## config.mk

```make
export PLATFORM = sky130hd
export DESIGN_NAME = isqrt64_scaled_unit
export DESIGN_NICKNAME = d
export VERILOG_FILES = /design/src/rtl/isq64_pkg.sv /design/src/rtl/isqrt64_scaled_unit.sv
export SDC_FILE = /design/constraint.sdc
export NUM_CORES = 1
export LEC_CHECK = 0
export BUFFER_PORTS_ARGS = -buffer_cell sky130_fd_sc_hd__buf_2
export CAP_MARGIN = 20
export CORE_ASPECT_RATIO = 2
export CORE_MARGIN = 2
export CORE_UTILIZATION = 41
export CTS_BUF_LIST = sky130_fd_sc_hd__clkbuf_2 sky130_fd_sc_hd__clkbuf_4 sky130_fd_sc_hd__clkbuf_8
export DETAILED_ROUTE_END_ITERATION = 10
export HOLD_SLACK_MARGIN = 0.08
export PLACE_DENSITY_LB_ADDON = 0.12
export REMOVE_ABC_BUFFERS = 1
export SKIP_LAST_GASP = 1
export SLEW_MARGIN = 20
export SYNTH_ARGS = -nofsm -noshare
export SYNTH_HDL_FRONTEND = slang
export SYNTH_SLANG_ARGS = --single-unit
```

## constraint.sdc

```tcl
create_clock -name clk -period 3.5 [get_ports clk]
set_input_delay 0.7 -clock clk [delete_from_list [all_inputs] [get_ports clk]]
set_output_delay 0.7 -clock clk [all_outputs]
set_load 0.05 [all_outputs]
```

## src/rtl/isq64_pkg.sv

```systemverilog
// Package for the scaled 64-bit integer square root block.
// Holds the widths, the scaling constant and the sequencer state type.
// No dependencies.
package isq64_pkg;

  localparam int unsigned OperandWidth = 63;
  localparam int unsigned InDataWidth  = 64;
  localparam int unsigned RootWidth    = 32;
  localparam int unsigned FracBits     = 8;
  localparam int unsigned ResultWidth  = RootWidth + FracBits;
  localparam int unsigned RemWidth     = RootWidth + 2;
  localparam int unsigned StepCount    = InDataWidth / 2;
  localparam int unsigned StepCntWidth = $clog2(StepCount);

  typedef enum logic [1:0] {
    ST_IDLE,
    ST_RUN,
    ST_HOLD
  } state_t;

endpackage

```

## src/rtl/isqrt64_scaled_unit.sv

```systemverilog
// Top level of the scaled 64-bit integer square root block.
// Depends on isq64_pkg for widths, the scaling constant and the state type.
//
// Channel  Dir  Handshake           Payload
// s_*      in   s_tvalid/s_tready   s_tdata[62:0] operand, bits 63 zero
// m_*      out  m_tvalid/m_tready   m_tdata[39:0] root_scaled
//
// Each operand passes through one shared subtract-and-compare unit, which
// retires two operand bits and one root bit per cycle once the transaction is
// taken in; after the last step the root is loaded into the output register.
// A new operand is taken while the previous result still waits in the output
// register. Reset (rst, synchronous) returns the sequencer to idle and drops
// m_tvalid. If the output register is still full when a root is finished, the
// sequencer holds the root until m_tready frees the register.
module isqrt64_scaled_unit
  import isq64_pkg::*;
(
  input  logic                   clk,
  input  logic                   rst,
  input  logic                   s_tvalid,
  output logic                   s_tready,
  input  logic [InDataWidth-1:0] s_tdata,   // [62:0] operand, [63] zero fill
  output logic                   m_tvalid,
  input  logic                   m_tready,
  output logic [ResultWidth-1:0] m_tdata    // [39:0] root_scaled
);

  state_t                  state, state_next;
  logic [StepCntWidth-1:0] step_cnt;
  logic [InDataWidth-1:0]  op_shift;
  logic [RemWidth-1:0]     rem;
  logic [RootWidth-1:0]    root;

  logic [RemWidth+1:0]     rem_shifted;
  logic [RemWidth+1:0]     trial;
  logic                    trial_fits;
  logic [RemWidth-1:0]     rem_next;
  logic [RootWidth-1:0]    root_next;

  logic                    last_step;
  logic                    out_free;
  logic                    step_en;
  logic                    result_load;
  logic [RootWidth-1:0]    result_root;

  // Shared step unit: bring down two operand bits and test 4*root + 1.
  always_comb begin
    rem_shifted = {rem, op_shift[InDataWidth-1 -: 2]};
    trial       = {2'b00, root, 2'b01};
    trial_fits  = (rem_shifted >= trial);
    if (trial_fits) begin
      rem_next  = RemWidth'(rem_shifted - trial);
      root_next = {root[RootWidth-2:0], 1'b1};
    end else begin
      rem_next  = rem_shifted[RemWidth-1:0];
      root_next = {root[RootWidth-2:0], 1'b0};
    end
  end

  assign last_step = (step_cnt == StepCntWidth'(StepCount - 1));
  assign out_free  = !m_tvalid || m_tready;

  always_comb begin
    state_next = state;
    unique case (state)
      ST_IDLE: begin
        if (s_tvalid) state_next = ST_RUN;
      end
      ST_RUN: begin
        if (last_step) state_next = out_free ? ST_IDLE : ST_HOLD;
      end
      ST_HOLD: begin
        if (m_tready) state_next = ST_IDLE;
      end
      default: state_next = ST_IDLE;
    endcase
  end

  always_comb begin
    s_tready    = 1'b0;
    step_en     = 1'b0;
    result_load = 1'b0;
    result_root = root;
    unique case (state)
      ST_IDLE: begin
        s_tready = 1'b1;
      end
      ST_RUN: begin
        step_en     = 1'b1;
        result_load = last_step && out_free;
        result_root = root_next;
      end
      ST_HOLD: begin
        result_load = m_tready;
      end
      default: begin
        s_tready = 1'b0;
      end
    endcase
  end

  always_ff @(posedge clk) begin
    if (rst) begin
      state    <= ST_IDLE;
      step_cnt <= '0;
      m_tvalid <= 1'b0;
    end else begin
      state <= state_next;
      if (s_tvalid && s_tready) begin
        step_cnt <= '0;
      end else if (step_en) begin
        step_cnt <= step_cnt + 1'b1;
      end
      if (result_load) begin
        m_tvalid <= 1'b1;
      end else if (m_tready) begin
        m_tvalid <= 1'b0;
      end
    end
  end

  // Datapath registers carry no reset.
  always_ff @(posedge clk) begin
    if (s_tvalid && s_tready) begin
      op_shift <= {1'b0, s_tdata[OperandWidth-1:0]};
      rem      <= '0;
      root     <= '0;
    end else if (step_en) begin
      op_shift <= {op_shift[InDataWidth-3:0], 2'b00};
      rem      <= rem_next;
      root     <= root_next;
    end
    if (result_load) begin
      m_tdata <= {result_root, {FracBits{1'b0}}};
    end
  end

endmodule
```

==> run summary <==
Status: complete, no violations
Maxcap violations: 0
Final Cycle Share: 92.5%
Pins Over Slew Limit: 0
Critical R2R Launch: root[7]
Slew @ Worst Pin: 848 ps
Kind of start point of the critical path: flip-flop
Yosys warnings: 0
Chip Width: 108 µm
Drt drc: 0
Routed wire length: 21.2 mm
TritonCTS clock tree: built
Worst Hold Slack: 466 ps
Setup-failing EPs final: 0
Worst path slowest cell: o311ai_4
Reg-to-reg setup timing slack: 260 ps
Dominant cell type by area after synthesis: edfxtp_1
PostCTS Resize Cnt: 0
Seq/Total Area, Yosys: 49.3%
Total core area: 0.0214 mm²
Worst Path Max Fanout: 12
Starting DRT DRC Count: 252
LEAKAGE: 0.00441 µW
Avg Inst Size Synth: 9.23 µm²
CP arrival: 3580 ps
Largest net degree at the start of global routing: 118
Post-synth top flop: edfxtp_1
Antenna fix cells: 0
GRT Residual Overflow: 0
Port bufs: 100
Number of synthesized flops with an enable pin: 95
Hold Path End: op_shift[53]
Reg clk slew, reported paths: 90 ps
Starting Density: 41.3%
Hold Path Class: in2reg
Main area contributors after synthesis: edfxtp_1 (32%), dfxtp_1 (17%), nand2_1 (11%)
Total GRT Usage: 19.3%
Seq cells post-synth: 170
H-tree Lvls: 4
Die area: 0.0228 mm²
Hold-fix buffers, CTS: 0
Routed len/inst: 15.8 µm
Area share of the largest cell type after synthesis: 32.3%
FF-to-FF End: rem[7]
Post-CTS Setup Bufs: 0
Slowest Stage Delay on Critical Path: 700 ps
Vias in the first global route: 6922
RSZ-0062 raised after global routing: no
Clock root cell: clkbuf_8
GP Congestion: 0.909
Vias per cell: 5.20
Num CTS Buffers: 17
Worst Skew: 13.2 ps
Power Total: 9800 µW
Yosys cell types: 72
Crit path capture type: flip-flop
Asr flop ratio synth: 0%
Longest Clk Path Bufs: 2
Post-Syn Instances: 957
Clock sinks: 170
Slew HR: 43.3%
Fill count: 2107
R2R cell count: 11
# rows: 76
Detail Route Antenna Nets: 0
Final HPWL DP: 15.4 mm
CP Class: reg2reg
Highest Clock Rate: 309 MHz
Via count: 6987
Final Hold Fails: 0
Die Y: 212 µm
Clk Latency, worst-skew pair: 490 ps
Minimum clock period: 3240 ps
Synth-to-layout area growth: 14.2%
Crit-path cells: inv_1 > ha_1 > and3_1 > nor2b_1 > and2_2 > o41ai_2 > and2_4 > o311ai_4 > buf_4 > mux2i_1 > a21oi_1
Final net count: 1164
Max VDD drop: 0.490 mV
CP Data Required Time: 3840 ps
Pre-antenna DRT Iters: 4
First-pass GRT wire length: 34.0 mm
Pwr/cell area: 971 mW/mm²
Hold Path Stages: 3
Initial antenna violation count: 0
Share of cells above drive strength 1: 16.5%
IO Pins: 110
Syn Std Cell Area: 0.00884 mm²
HP Start: s_tdata[53]
## cell type report
class                           count  area [µm²]  share of cell area [%]
Inverter                           48         180                    1.79
Multi-Input combinational cell    692        4090                    40.5
Clock buffer                       19         249                    2.47
Tap cell                          273         342                    3.39
Sequential cell                   170        4350                    43.2
Timing Repair Buffer              128         748                    7.42
Clock inverter                     13         128                    1.27
## routing by layer
metal / track usage [%] / part of all wire [%] / vias up
met1: 19.3 / 36 / 3278
met2: 36.4 / 56 / 144
met5: 0 / 0 / -
met4: 10.0 / 4.1 / 0
met3: 3.85 / 3.8 / 50
li1: - / - / 3515
## critical path: cells and delay by family (launching register included)
family | cells | cell delay (ps)
muxes | 1 | 270
buffers and inverters | 2 | 390
adders and majority gates | 1 | 380
and+or+nand+nor | 4 | 830
DFF | 1 | 330
AOI/OAI and AO/OA | 3 | 900
## cell families (layout without fill, tap and decap cells)
family	count (synthesis)	count (layout)	share of synthesized area, %
flops	170	170	49.3
xor+xnor	25	25	2.48
simple gates	404	404	20.6
other cells	1	8	0.0424
fa+ha+maj	39	39	5.52
compound gates	188	188	13.9
mux	28	28	3.19
buf+inv	102	208	5.01
## worst max-delay path by stage
stage	from	slack (ps)	end
after CTS	root[7]	250	rem[7]
final	root[7]	260	rem[7]
after detailed placement	root[7]	270	rem[7]
after floorplan	state[1]	-1230	op_shift[0]
after global placement	root[15]	310	rem[7]
after global routing	root[7]	110	rem[7]
## metrics by stage
step / setup WS [ps] / cells / setup TNS, ps / area [µm²] / util (%)
floorplan: -1230 / 910 / -80480 / 8600 / -
global placement: 312 / 1311 / 0 / 9710 / 45.4
detailed placement: 268 / 1311 / 0 / 9710 / 45.4
CTS: 247 / 1343 / 0 / 10100 / 47.2
global route: 114 / 1343 / 0 / 10100 / 47.2
finish: 263 / 1343 / 0 / 10100 / 47.2
## synth_stat cells, types with 3 or more instances
library cell    n
o21a_1          3
buf_1           5
o31ai_1         3
and2_1         37
nor3_1         17
edfxtp_1       95
xnor2_1        14
nand3_1        11
and3_1         14
xor2_1         11
nor4_1          3
o21ai_0        62
nand2_1       256
o211ai_1       11
nand4_1        11
nand2b_1        3
ha_1           39
a211oi_1        7
buf_4          13
a21o_1         15
a211o_1         3
dfxtp_1        75
nor2_1         29
a21oi_1        44
o21bai_1        7
inv_1          48
nor2b_1         5
mux2i_1        27
and4_1          3
clkbuf_1       32
## registers in the layout, indices dropped and copies added (netlist names)
register  count
rem          34
op_shift     64
m_tvalid      1
state         2
step_cnt      5
m_tdata      32
root         32
## cell usage in the layout (no fill, tap or decap), types with 3 or more instances in the layout
cell type	n
nor3_1	17
a211oi_1	7
a21oi_1	44
nor4_1	3
and2_1	36
edfxtp_1	95
nand2_1	255
clkbuf_8	17
buf_2	100
ha_1	38
nand3_1	11
a211o_1	3
o21a_1	3
clkinv_2	3
inv_1	47
and3_1	14
conb_1	8
buf_4	25
dfxtp_1	75
xnor2_1	14
a21o_1	15
nor2b_1	5
and4_1	3
o211ai_1	11
clkinv_1	3
o21bai_1	7
buf_12	3
mux2i_1	27
nand4_1	11
nor2_1	29
xor2_1	11
o21ai_0	62
o31ai_1	3
nand2b_1	3
## where the power goes
group	leakage (µW)	switching [µW]	total, µW	internal (µW)
Combinational	0.00269	3280	5690	2410
Sequential	0.00153	199	2730	2530
Clock	0.000189	740	1380	641
Note: power is estimated with default switching activity, not from simulation.
